**src/design/bfw_pkg.sv**
```systemverilog
// Shared types and codes for the bilateral filter window unit.
package bfw_pkg;

  // Input function codes
  localparam logic [1:0] FN_PIXEL   = 2'd0;
  localparam logic [1:0] FN_FLUSH   = 2'd1;
  localparam logic [1:0] FN_RANGE   = 2'd2;
  localparam logic [1:0] FN_SPATIAL = 2'd3;

  // Job codes passed from the front to the back
  localparam logic [1:0] OP_PIX  = 2'd0;
  localparam logic [1:0] OP_EMIT = 2'd1;
  localparam logic [1:0] OP_RNG  = 2'd2;
  localparam logic [1:0] OP_SPA  = 2'd3;

  // Configuration register indexes
  localparam logic [1:0] CFG_WIDTH  = 2'd0;
  localparam logic [1:0] CFG_HEIGHT = 2'd1;

  localparam int ROW_W  = 12;
  localparam int COL_MW = 12;
  localparam int SLOT_MW = 4;
  localparam int HEIGHT_MAX = 4096;

  // One queued job: a table load, a pixel write, and/or one output to compute
  typedef struct packed {
    logic [1:0]         op;
    logic [7:0]         pixel;
    logic [7:0]         index;
    logic [15:0]        weight;
    logic [SLOT_MW-1:0] wslot;
    logic [COL_MW-1:0]  wcol;
    logic               emit;
    logic [ROW_W-1:0]   erow;
    logic [COL_MW-1:0]  ecol;
    logic [SLOT_MW-1:0] eslot;
    logic               last;
  } job_t;

endpackage

```
**src/design/bfw_queue.sv**
```systemverilog
// Short job queue between the front and back parts.
module bfw_queue (
  input  logic          clk,
  input  logic          rst_n,
  input  logic          push,
  input  bfw_pkg::job_t push_data,
  output logic          full,
  input  logic          pop,
  output bfw_pkg::job_t pop_data,
  output logic          empty
);

  localparam int DEPTH = 4;
  localparam int PW = $clog2(DEPTH);

  bfw_pkg::job_t  mem_r [DEPTH];
  logic [PW-1:0]  wp_r, wp_nxt;
  logic [PW-1:0]  rp_r, rp_nxt;
  logic [PW:0]    cnt_r, cnt_nxt;

  assign full     = (cnt_r == (PW+1)'(DEPTH));
  assign empty    = (cnt_r == '0);
  assign pop_data = mem_r[rp_r];

  // Pointer and fill count
  always_comb begin
    wp_nxt  = push ? wp_r + 1'b1 : wp_r;
    rp_nxt  = pop ? rp_r + 1'b1 : rp_r;
    cnt_nxt = cnt_r + (PW+1)'(push) - (PW+1)'(pop);
  end

  always_ff @(posedge clk) begin
    if (!rst_n) begin
      wp_r  <= '0;
      rp_r  <= '0;
      cnt_r <= '0;
    end else begin
      wp_r  <= wp_nxt;
      rp_r  <= rp_nxt;
      cnt_r <= cnt_nxt;
    end
  end

  // Storage
  always_ff @(posedge clk) begin
    if (push) begin
      mem_r[wp_r] <= push_data;
    end
  end

  a_no_pop_empty: assert property (@(posedge clk) disable iff (!rst_n) pop |-> !empty)
    else $error("queue popped while empty");
  a_no_push_full: assert property (@(posedge clk) disable iff (!rst_n) push |-> !full)
    else $error("queue pushed while full");
  a_cnt_step: assert property (@(posedge clk) disable iff (!rst_n)
    (push && !pop) |=> (cnt_r == $past(cnt_r) + 1'b1))
    else $error("queue count did not advance on push");

endmodule

```
**config.mk**
```make
export PLATFORM = sky130hd
export DESIGN_NAME = bfw_queue
export DESIGN_NICKNAME = d
export VERILOG_FILES = /design/src/design/bfw_pkg.sv /design/src/design/bfw_queue.sv
export SDC_FILE = /design/constraint.sdc
export NUM_CORES = 1
export LEC_CHECK = 0
export BUFFER_PORTS_ARGS = -buffer_cell sky130_fd_sc_hd__clkbuf_2
export CELL_PAD_IN_SITES_DETAIL_PLACEMENT = 1
export CELL_PAD_IN_SITES_GLOBAL_PLACEMENT = 2
export CORE_ASPECT_RATIO = 1.5
export CORE_MARGIN = 2
export CORE_UTILIZATION = 38
export CTS_CLUSTER_DIAMETER = 40
export DETAILED_ROUTE_END_ITERATION = 10
export PLACE_DENSITY_LB_ADDON = 0.1
export SYNTH_ARGS = -nofsm -noshare
export SYNTH_HDL_FRONTEND = slang
export SYNTH_SLANG_ARGS = --single-unit
```
**constraint.sdc**
```tcl
create_clock -name clk -period 3.35 [get_ports clk]
set_clock_uncertainty 0.1 [all_clocks]
set_input_delay 0.1675 -clock clk [delete_from_list [all_inputs] [get_ports clk]]
set_output_delay 0.1675 -clock clk [all_outputs]
set_load 0.1 [all_outputs]
```
==> flow_results.org <==
** Cells and area
- Leaving out fill and tap cells, the most frequent cell in the layout is edfxtp_1.
- The sequential cells in the finished layout cover a total of 9800 µm².
- The top cell types in the final layout, fill and taps aside, are edfxtp_1, clkbuf_2, dlygate4sd3_1.
- The count of cells in the finished layout, fillers not included, comes to 1174.
- From synthesis to final layout, the design area changed by 28.1%.
- Of the cells placed in the final design, the portion with a size suffix greater than 1 is between 40% and 50%.
- After filler insertion, the fill cell instance count of the layout stands at approximately 2800.
- Net total in the final layout :: 832
- Footprint of the multi-input gates :: between 2000 and 2500 µm²

** STA
- Worst slew pin tran :: slightly below 0.7 ns
- Final hold analysis gives a worst-case slack of 0.304 ns.
- Setup violation total in the final timing report :: 0
- Slew Limit Fails :: 0
- The number of endpoints with negative hold slack in the final report was 0.
- Of the available clock period, the critical path in the final layout requires between 80% and 90%.
- Headroom to the max-slew limit came out at a little over half.
- Setup repair after global routing left no endpoint under its margin.
- Based on the critical path, the design can be clocked at up to approximately 0.35 GHz.
- Setup TNS :: 0 ns
- After layout, the minimum clock period comes to 2.85 ns.

** Route
- In the final routed layout, each cell accounts on average for 21.3 µm.
- For this block, the via count after detailed routing is 5778.
- Overall routed net length :: 25000 µm
- First drt pass iteration count :: 4
- After the first detailed-routing iteration, the DRC count stood at 283.
- Number of vias per cell :: between 4 and 5
- In this run the remaining antenna-violating nets after routing total 0.
- For this run, design rule violations remaining after detail routing come to 0.

** Clock tree
- For the worst-skew pair, the clock arrives at the later sink with an insertion delay of around 0.52 ns.
- Clock-pin slew of the registers on the worst-case setup and hold paths :: 0.06 ns
- Buffers inserted during clock tree synthesis total 37.
- CTS tree :: yes
- Root Driver :: clkbuf_16
- No sink is reached through more buffers than the 3 on the longest clock path.
- In this run the number of H-tree levels came out at 2.
- Counting every sink on the clock net gives between 300 and 400.

** GRT
- The via count of the first global-routing pass came to between 6000 and 7000.
- Summed over all layers, the global routing overflow is 0.
- Number of antenna violations at the first check in global routing :: 4
- Wire length of the first global-routing pass :: roughly 40000 µm
- Entering global routing, the biggest net connects between 40 and 50 pins.
- GRT Util Overall :: around 16%

** Worst setup path
- The startpoint identified for the worst register-to-register timing path is wp_r[0].
- Worst reg2reg setup slack :: 1.37 ns
- CP startpoint kind :: flop
- At the worst endpoint, the arrival time is between 2 and 3 ns.
- The worst setup path is captured at an output pin.
- Data on the critical path is required at its endpoint by 3.08 ns.
- Highest net fanout along the worst path :: 28
- Crit path kind :: reg -> out

** Placement
- Including well taps, the total number of placed cells is roughly 1000.
- Number of I/O port buffers :: about 170
- Gpl congestion :: slightly below 0.7
- Sum of net half-perimeters after detailed placement :: roughly 15000 µm

** Synthesis
- Post-synthesis sequential area ratio :: approximately four fifths
- Ranking of synthesized cells by area :: edfxtp_1, mux4_2, dfxtp_1, buf_12, ha_1
- Synthesized area :: ~12000 µm²
- Post-synthesis cell type count :: 20
- Cell taking the most area after synthesis :: edfxtp_1
- In this run, synthesis produced a sequential element count of around 330.
- Top cell type's share of synthesized area :: roughly four fifths
- Mean Syn Cell Area :: roughly 26 µm²
- The cell count after synthesis came out at 461.
- For this run, the number of Yosys warnings is 0.
- Post-synth net total :: between 500 and 600

** Hold path
- In this run the most critical hold path is launched from push_data[16].
- Worst hold path type :: in -> reg

** Pwr
- Standby leakage power :: 5.31 nW
- Power spread over the standard cell area amounts to slightly above 700 nW/µm².
- Max VDD drop :: 0.000522 V

** Outcome
- The flow ran to the end, and the final reports show no timing, DRC or antenna violations.

** Floorplan
- Initial Util :: 38.8%
- After floorplanning, the core was sized to cover ~31000 µm².
- Number of rows created at floorplan :: 79
- Y dimension of the die :: about 220 µm
- Ports placed on the boundary :: around 170
- The floorplan step defined a die boundary enclosing approximately 33000 µm².
- From left edge to right edge, the die measures approximately 150 µm.

** Job
- Across the run, the number of max-cap violations was 0.
-- state kept, by name (all words and copies together), names as in the netlist, named ones only --
signal  count
mem_r     320
rp_r        2
wp_r        2
cnt_r       3
-- through the flow --
step | instance area, µm² | power [mW] | setup slack, ns | utilization (%)
finish | 15500 | 10.9 | 0.505 | 49.6
CTS | 15500 | 11.0 | 0.401 | 49.6
global route | 15500 | 11.3 | 0.315 | 49.6
detailed placement | 13400 | 6.84 | 0.968 | 43.0
global placement | 13400 | 6.81 | 0.981 | 43.0
floorplan | 12100 | 6.48 | 0.397 | -
-- per-layer routing --
metal / global-route usage (%) / wire [µm]
met1: 18.1 / 9450
met4: 5.87 / 756
met3: 3.31 / 1180
met2: 28.5 / 13600
met5: 0 / 37
-- final cells by class --
cell class / count / area share (%)
multi-input cells: 107 / 13.3
flip-flops and latches: 329 / 63.4
clock buffers: 43 / 6.41
diodes: 1 / 0.0162
inverters: 7 / 0.170
repair buffers: 259 / 11.8
well taps: 405 / 3.28
clock inverters: 23 / 1.68
-- power breakdown --
part,switching [mW],internal [mW]
registers,0.0829,4.73
clock network,1.58,2.51
logic,1.51,0.468
total,3.18,7.71
-- cells by family after synthesis --
family                     synth area share, %
AOI/OAI and AO/OA                        0.124
xor gates and xnor gates                 0.342
adders and majority gates                0.788
buffers and inverters                     2.00
DFF                                       81.1
muxes                                     15.0
and+or+nand+nor                          0.622
-- final timing paths --
path	end	depth (start not counted)
setup reg to reg	mem_r[2][1]	4
setup / recovery	pop_data[59]	3
hold / removal	mem_r[3][16]	2
hold reg to reg	flop	2
-- synthesized netlist by cell type, drive strengths merged --
library cell    n
edfxtp        320
mux4           80
buf            18
dfxtp           9
inv             7
and2            6
ha              6
nor2            5
xnor2           2
a21bo           1
a21oi           1
and3            1
fa              1
mux2i           1
nand3b          1
nor3            1
xor3            1
-- what timing repair did --
item | CTS | global route
gates resized for setup | 0 | 0
endpoints found under the hold margin | 329 | 0
hold buffers | 83 | 0
buffers inserted | 0 | 0
-- critical path, cell delays in order, from the launching register on --
cell and delay (ns):
dfxtp_4 0.75, buf_12 0.32, mux4_2 0.57, clkbuf_2 0.39
Note: power is estimated with default switching activity, not from simulation.
