==> config.mk <==
export PLATFORM = sky130hd
export DESIGN_NAME = bfw_front
export DESIGN_NICKNAME = d
export VERILOG_FILES = /design/src/design/bfw_pkg.sv /design/src/design/bfw_front.sv
export SDC_FILE = /design/constraint.sdc
export NUM_CORES = 1
export LEC_CHECK = 0
export ABC_AREA = 1
export BUFFER_PORTS_ARGS = -buffer_cell sky130_fd_sc_hd__buf_2
export CAP_MARGIN = 20
export CELL_PAD_IN_SITES_DETAIL_PLACEMENT = 0
export CELL_PAD_IN_SITES_GLOBAL_PLACEMENT = 1
export CORE_MARGIN = 3
export CORE_UTILIZATION = 42
export CTS_CLUSTER_SIZE = 24
export DETAILED_ROUTE_END_ITERATION = 6
export PLACE_DENSITY_LB_ADDON = 0.05
export SETUP_SLACK_MARGIN = 0.05
export SYNTH_ARGS = -nofsm -noshare
export SYNTH_HDL_FRONTEND = slang
export SYNTH_SLANG_ARGS = --single-unit
==> constraint.sdc <==
create_clock -name clk -period 9.3 [get_ports clk]
set_input_delay 0 -clock clk [delete_from_list [all_inputs] [get_ports clk]]
set_output_delay 0 -clock clk [all_outputs]
set_load 0.1 [all_outputs]
==> src/design/bfw_pkg.sv <==
// Shared types and codes for the bilateral filter window unit.
package bfw_pkg;

  // Input function codes
  localparam logic [1:0] FN_PIXEL   = 2'd0;
  localparam logic [1:0] FN_FLUSH   = 2'd1;
  localparam logic [1:0] FN_RANGE   = 2'd2;
  localparam logic [1:0] FN_SPATIAL = 2'd3;

  // Job codes passed from the front to the back
  localparam logic [1:0] OP_PIX  = 2'd0;
  localparam logic [1:0] OP_EMIT = 2'd1;
  localparam logic [1:0] OP_RNG  = 2'd2;
  localparam logic [1:0] OP_SPA  = 2'd3;

  // Configuration register indexes
  localparam logic [1:0] CFG_WIDTH  = 2'd0;
  localparam logic [1:0] CFG_HEIGHT = 2'd1;

  localparam int ROW_W  = 12;
  localparam int COL_MW = 12;
  localparam int SLOT_MW = 4;
  localparam int HEIGHT_MAX = 4096;

  // One queued job: a table load, a pixel write, and/or one output to compute
  typedef struct packed {
    logic [1:0]         op;
    logic [7:0]         pixel;
    logic [7:0]         index;
    logic [15:0]        weight;
    logic [SLOT_MW-1:0] wslot;
    logic [COL_MW-1:0]  wcol;
    logic               emit;
    logic [ROW_W-1:0]   erow;
    logic [COL_MW-1:0]  ecol;
    logic [SLOT_MW-1:0] eslot;
    logic               last;
  } job_t;

endpackage

==> src/design/bfw_front.sv <==
// Front part: takes input items, tracks raster positions and queues jobs.
module bfw_front #(
  parameter int WIN       = 5,
  parameter int MAX_WIDTH = 1024
) (
  input  logic          clk,
  input  logic          rst_n,
  input  logic          restart,
  input  logic [10:0]   frame_width,
  input  logic [12:0]   frame_height,
  input  logic          in_valid,
  output logic          in_ready,
  input  logic [1:0]    in_func,
  input  logic [7:0]    in_pixel_value,
  input  logic [7:0]    in_table_index,
  input  logic [15:0]   in_table_weight,
  output logic          q_push,
  output bfw_pkg::job_t q_data,
  input  logic          q_full
);

  localparam int RU    = (WIN - 1) / 2;
  localparam int RD    = WIN - 1 - RU;
  localparam int SLOTS = WIN + 1;
  localparam int SLW   = $clog2(SLOTS);
  localparam int COLW  = $clog2(MAX_WIDTH);
  localparam int LAGW  = $clog2(RD * MAX_WIDTH + RD + 1);

  logic [11:0]     in_row_r, in_row_nxt, emit_row_r, emit_row_nxt;
  logic [COLW-1:0] in_col_r, in_col_nxt, emit_col_r, emit_col_nxt;
  logic [SLW-1:0]  in_slot_r, in_slot_nxt, emit_slot_r, emit_slot_nxt;
  logic [LAGW-1:0] cnt_r, cnt_nxt;
  logic            pend_r, pend_nxt;

  logic            accept, fresh, do_emit, last;
  logic [11:0]     ir, er;
  logic [COLW-1:0] ic, ec;
  logic [SLW-1:0]  is, es;
  logic [LAGW-1:0] cnt, lag;

  assign in_ready = !q_full;
  assign accept   = in_valid && !q_full;
  assign lag      = LAGW'(RD) * LAGW'(frame_width) + LAGW'(RD);

  // Classify the item and step the raster counters
  always_comb begin
    fresh = pend_r && (in_func == bfw_pkg::FN_PIXEL);
    ir  = fresh ? '0 : in_row_r;
    ic  = fresh ? '0 : in_col_r;
    is  = fresh ? '0 : in_slot_r;
    er  = fresh ? '0 : emit_row_r;
    ec  = fresh ? '0 : emit_col_r;
    es  = fresh ? '0 : emit_slot_r;
    cnt = fresh ? '0 : cnt_r;
    last = ({1'b0, er} == frame_height - 13'd1) &&
           (12'(ec) == 12'(frame_width) - 12'd1);

    in_row_nxt    = ir;
    in_col_nxt    = ic;
    in_slot_nxt   = is;
    emit_row_nxt  = er;
    emit_col_nxt  = ec;
    emit_slot_nxt = es;
    cnt_nxt       = cnt;
    pend_nxt      = fresh ? 1'b0 : pend_r;
    do_emit       = 1'b0;
    q_push        = 1'b0;

    q_data        = '0;
    q_data.pixel  = in_pixel_value;
    q_data.index  = in_table_index;
    q_data.weight = in_table_weight;
    q_data.wslot  = bfw_pkg::SLOT_MW'(is);
    q_data.wcol   = bfw_pkg::COL_MW'(ic);
    q_data.erow   = er;
    q_data.ecol   = bfw_pkg::COL_MW'(ec);
    q_data.eslot  = bfw_pkg::SLOT_MW'(es);
    q_data.last   = last;

    unique case (in_func)
      bfw_pkg::FN_RANGE: begin
        q_data.op = bfw_pkg::OP_RNG;
        q_push    = accept;
      end
      bfw_pkg::FN_SPATIAL: begin
        q_data.op = bfw_pkg::OP_SPA;
        q_push    = accept && (in_table_index < 8'(WIN * WIN));
      end
      bfw_pkg::FN_FLUSH: begin
        q_data.op = bfw_pkg::OP_EMIT;
        do_emit   = pend_r;
        q_push    = accept && pend_r;
      end
      default: begin
        q_data.op = bfw_pkg::OP_PIX;
        q_push    = accept;
        do_emit   = (cnt >= lag);
        cnt_nxt   = (cnt < lag) ? cnt + 1'b1 : cnt;
        if (12'(ic) + 12'd1 >= 12'(frame_width)) begin
          in_col_nxt = '0;
          if (13'(ir) + 13'd1 >= frame_height) begin
            in_row_nxt  = '0;
            in_slot_nxt = '0;
            cnt_nxt     = '0;
            pend_nxt    = 1'b1;
          end else begin
            in_row_nxt  = ir + 1'b1;
            in_slot_nxt = (is == SLW'(SLOTS - 1)) ? '0 : is + 1'b1;
          end
        end else begin
          in_col_nxt = ic + 1'b1;
        end
      end
    endcase
    q_data.emit = do_emit;

    // Advance the output position
    if (do_emit) begin
      if (last) begin
        emit_row_nxt  = '0;
        emit_col_nxt  = '0;
        emit_slot_nxt = '0;
        pend_nxt      = 1'b0;
      end else if (12'(ec) + 12'd1 >= 12'(frame_width)) begin
        emit_col_nxt  = '0;
        emit_row_nxt  = er + 1'b1;
        emit_slot_nxt = (es == SLW'(SLOTS - 1)) ? '0 : es + 1'b1;
      end else begin
        emit_col_nxt = ec + 1'b1;
      end
    end
  end

  always_ff @(posedge clk) begin
    if (!rst_n || restart) begin
      in_row_r    <= '0;
      in_col_r    <= '0;
      in_slot_r   <= '0;
      emit_row_r  <= '0;
      emit_col_r  <= '0;
      emit_slot_r <= '0;
      cnt_r       <= '0;
      pend_r      <= 1'b0;
    end else if (accept) begin
      in_row_r    <= in_row_nxt;
      in_col_r    <= in_col_nxt;
      in_slot_r   <= in_slot_nxt;
      emit_row_r  <= emit_row_nxt;
      emit_col_r  <= emit_col_nxt;
      emit_slot_r <= emit_slot_nxt;
      cnt_r       <= cnt_nxt;
      pend_r      <= pend_nxt;
    end
  end

endmodule

==> metrics.yaml <==
status: "complete, no violations"
critPathMaxStageDelay_ns: 0.63
cts_resized: 0
synth-seq-area-share_pct: 17.5
drtAntennaViolNets: 0
cts.sinks: 63
start_util_pct: 43.1
fmax_mhz: 198
worst_setup_path_start_kind: "register"
clkTransAtPathRegs_ns: 0.06
port_buffers: 90
cts_hold_buf: 0
syn_area_per_cell_um2: 6.00
cts_setup_buffers: 0
grt_pass1_wl_um: 35600
finalCriticalPeriod_ns: 5.05
max_cap_viol_count: 0
numCtsBuffers: 9
p_switching_w: 0.000272
p_int_w: 0.000500
synth_edf_count: 0
fin_skew_ns: 0.00892
dieArea_um2: 18700
grt.overflow.total: 0
stdcell_count: 1461
crit_type: "register to register"
netlist_top_cells_area: "dfxtp_1 (18%), nand2_1 (17%), ha_1 (9.4%), inv_1 (8.0%), nand3_1 (7.5%)"
async_reset_ff_share_pct: 0
syn2layout_area_growth_pct: 7.72
rsz0062_at_grt: "false"
h-tree-depth: 3
cts_tree: "built"
synth_top_cell_by_area: "dfxtp_1"
hold_start: "in_table_weight[0]"
synth_cells: 1199
fin_nets: 1353
synth_top_area_share_pct: 17.5
path_cells: "nand2_4 -> buf_4 -> inv_4 -> nor2_1 -> ha_1 -> nand2_1 -> nor2_1 -> nand3_1 -> nor2_1 -> nand2_1 -> xor2_1 -> inv_1 -> ha_1 -> nand2_1 -> nor2_1 -> nand3_1 -> and3_1 -> nand2_1 -> inv_1 -> nor2_1 -> nand3_1 -> o211ai_1 -> nand2_1 -> inv_1"
cp_slowest_cell: "nor2_1"
path_buf_inv: 5
pwr-share-seq_pct: 35.6
clockPowerShare_pct: 43.2
drc_errors: 0
routed_wl_um: 22800
fin_tns_setup_ns: 0
dp.cells: 1445
cp_top_family: "simple AND/OR/NAND/NOR gates"
coreArea_um2: 16700
fp.dieH_um: 137
clk_latency_ns: 0.35
drt_iter0_markers: 458
p_leak_nw: 3.96
power_switching_share_pct: 35.2
row_count: 47
yosys.area_share.simple_pct: 41.2
synthMuxAreaShare_pct: 0
ys.flop_type: "dfxtp_1"
setup_violations: 0
worst-path-max-fanout: 55
synth-xor-area-share_pct: 4.62
synth_area_um2: 7200
share_comb_of_total_power_pct: 21.2
cp.required_ns: 9.60
grt_max_degree: 56
vias: 7610
ys_types: 49
drive_gt1_share_pct: 12.6
synth_fa_ha_area_share_pct: 9.39
antenna_found_initial: 0
end_kind: "register"
gp_congestion: 0.892
cts_root_buf: "clkbuf_16"
track_usage_pct: 24.2
post-place-ws_ns: 4.29
routedWlPerCell_um: 15.6
p_per_area_nw_per_um2: 99.5
ys_warn_count: 0
synth_compound_area_share_pct: 11.5
critPathLaunch: "pend_r"
finalHoldViolCount: 0
n_antenna_cell: 0
vias_per_cell: 5.21
dieWidth_um: 137
fin_crit_sh_pct: 54.3
relSlewSlack_pct: 36.8
firstDrtPassIters: 5
tightest_slew_ns: 0.945
hpwlAfterDp_um: 17400
crit_arrival_ns: 5.34
grt_pass1_vias: 6901
ys_ff_latch: 63
synth_top_family_by_area: "simple AND/OR/NAND/NOR gates"
ir_drop_v: 0.0000997
io-pin-count: 145
drv_slew: 0
timing.rr.start: "pend_r"
setup_ws_ns: 4.25
clock_path_buffers: 2
hold_path_class: "input port to output pin"
metrics by stage:
stage / hold WS (ns) / cell area (um2) / utilization, % / power [W]
after floorplan: 0.180 / 7220 / - / 0.000450
after global placement: 0.000681 / 7470 / 44.7 / 0.000444
after detailed placement: 0.000681 / 7470 / 44.7 / 0.000444
after CTS: 0.000681 / 7750 / 46.4 / 0.000779
after global routing: 0.000161 / 7750 / 46.4 / 0.000804
final: 0.0000386 / 7750 / 46.4 / 0.000772
worst register-to-register path, stage by stage, from the launching register on:
cell,delay (ns)
dfxtp_1,0.36
nand2_4,0.08
buf_4,0.59
inv_4,0.38
nor2_1,0.47
ha_1,0.26
nand2_1,0.06
nor2_1,0.14
nand3_1,0.13
nor2_1,0.10
nand2_1,0.08
xor2_1,0.14
inv_1,0.07
ha_1,0.32
nand2_1,0.06
nor2_1,0.12
nand3_1,0.09
and3_1,0.17
nand2_1,0.15
inv_1,0.22
nor2_1,0.63
nand3_1,0.14
o211ai_1,0.12
nand2_1,0.06
inv_1,0.05
registers in the layout, summed over array words and instances (netlist names):
| name | cells |
|---|---|
| cnt_r | 12 |
| emit_row_r | 12 |
| in_row_r | 12 |
| emit_col_r | 10 |
| in_col_r | 10 |
| emit_slot_r | 3 |
| in_slot_r | 3 |
| pend_r | 1 |
layout by cell type (no fill, tap or decap), types with 3 or more instances in the layout:
| master | Yosys | routed |
|---|---|---|
| dfxtp_1 | 63 | 63 |
| o22ai_1 | 3 | 3 |
| nand2_2 | 10 | 10 |
| buf_4 | 41 | 7 |
| buf_2 | 3 | 90 |
| inv_1 | 153 | 153 |
| nor4_1 | 8 | 8 |
| a21oi_1 | 103 | 103 |
| clkbuf_16 | 0 | 9 |
| nand2_1 | 319 | 319 |
| clkinvlp_4 | 0 | 3 |
| nand2_4 | 5 | 5 |
| nor3_1 | 13 | 13 |
| nor2_4 | 6 | 6 |
| nand3b_1 | 6 | 6 |
| ha_1 | 54 | 54 |
| conb_1 | 1 | 6 |
| o21ai_0 | 38 | 38 |
| inv_2 | 5 | 5 |
| xnor2_1 | 7 | 7 |
| nand3_1 | 108 | 108 |
| nand4_1 | 42 | 42 |
| nor2_2 | 9 | 9 |
| nor2_1 | 110 | 110 |
| xor2_1 | 31 | 31 |
power by group through the flow:
| stage | Sequential (W) | Clock [W] | Combinational (W) |
|---|---|---|---|
| floorplan | 0.000280 | 0 | 0.000170 |
| global placement | 0.000281 | 0 | 0.000164 |
| detailed placement | 0.000280 | 0 | 0.000163 |
| CTS | 0.000274 | 0.000340 | 0.000164 |
| global route | 0.000275 | 0.000350 | 0.000179 |
| finish | 0.000275 | 0.000333 | 0.000164 |
cell usage after synthesis (3+ instances only):
cell type / instances
nand2_1: 319
inv_1: 153
nor2_1: 110
nand3_1: 108
a21oi_1: 103
dfxtp_1: 63
ha_1: 54
nand4_1: 42
buf_4: 41
o21ai_0: 38
xor2_1: 31
clkbuf_1: 20
nor3_1: 13
nand2_2: 10
nor2_2: 9
nor4_1: 8
xnor2_1: 7
nand3b_1: 6
nor2_4: 6
buf_6: 5
inv_2: 5
nand2_4: 5
buf_8: 4
buf_1: 3
buf_2: 3
o22ai_1: 3
metal layers:
layer	GRT usage, %	share of wire (%)
met1	33.9	49
met2	39.5	45
met3	4.15	5.1
met4	4.32	0.87
met5	0	0
final timing paths:
path                 end  slack, ns  cells after the start
max reg2reg  in_row_r[0]       4.25                     24
max          in_row_r[0]       4.25                     24
min reg2reg    cnt_r[10]       0.46                      2
min           q_data[46]    0.00004                      0
area by class of cell:
class	count	area (um2)
sequential	63	1260
timing repair buffer	97	503
inverter	161	607
tap	220	275
clock buffer	10	239
fill	1882	8950
multi-input combinational	904	4820
clock inverter	6	45.0
cell families after synthesis:
family / after synthesis
and+or+nand+nor: 648
xor gates and xnor gates: 38
buffers and inverters: 237
DFF: 63
adders and majority gates: 54
AOI/OAI and AO/OA: 158
other: 1
No activity file was read; power rests on OpenSTA's default activity.
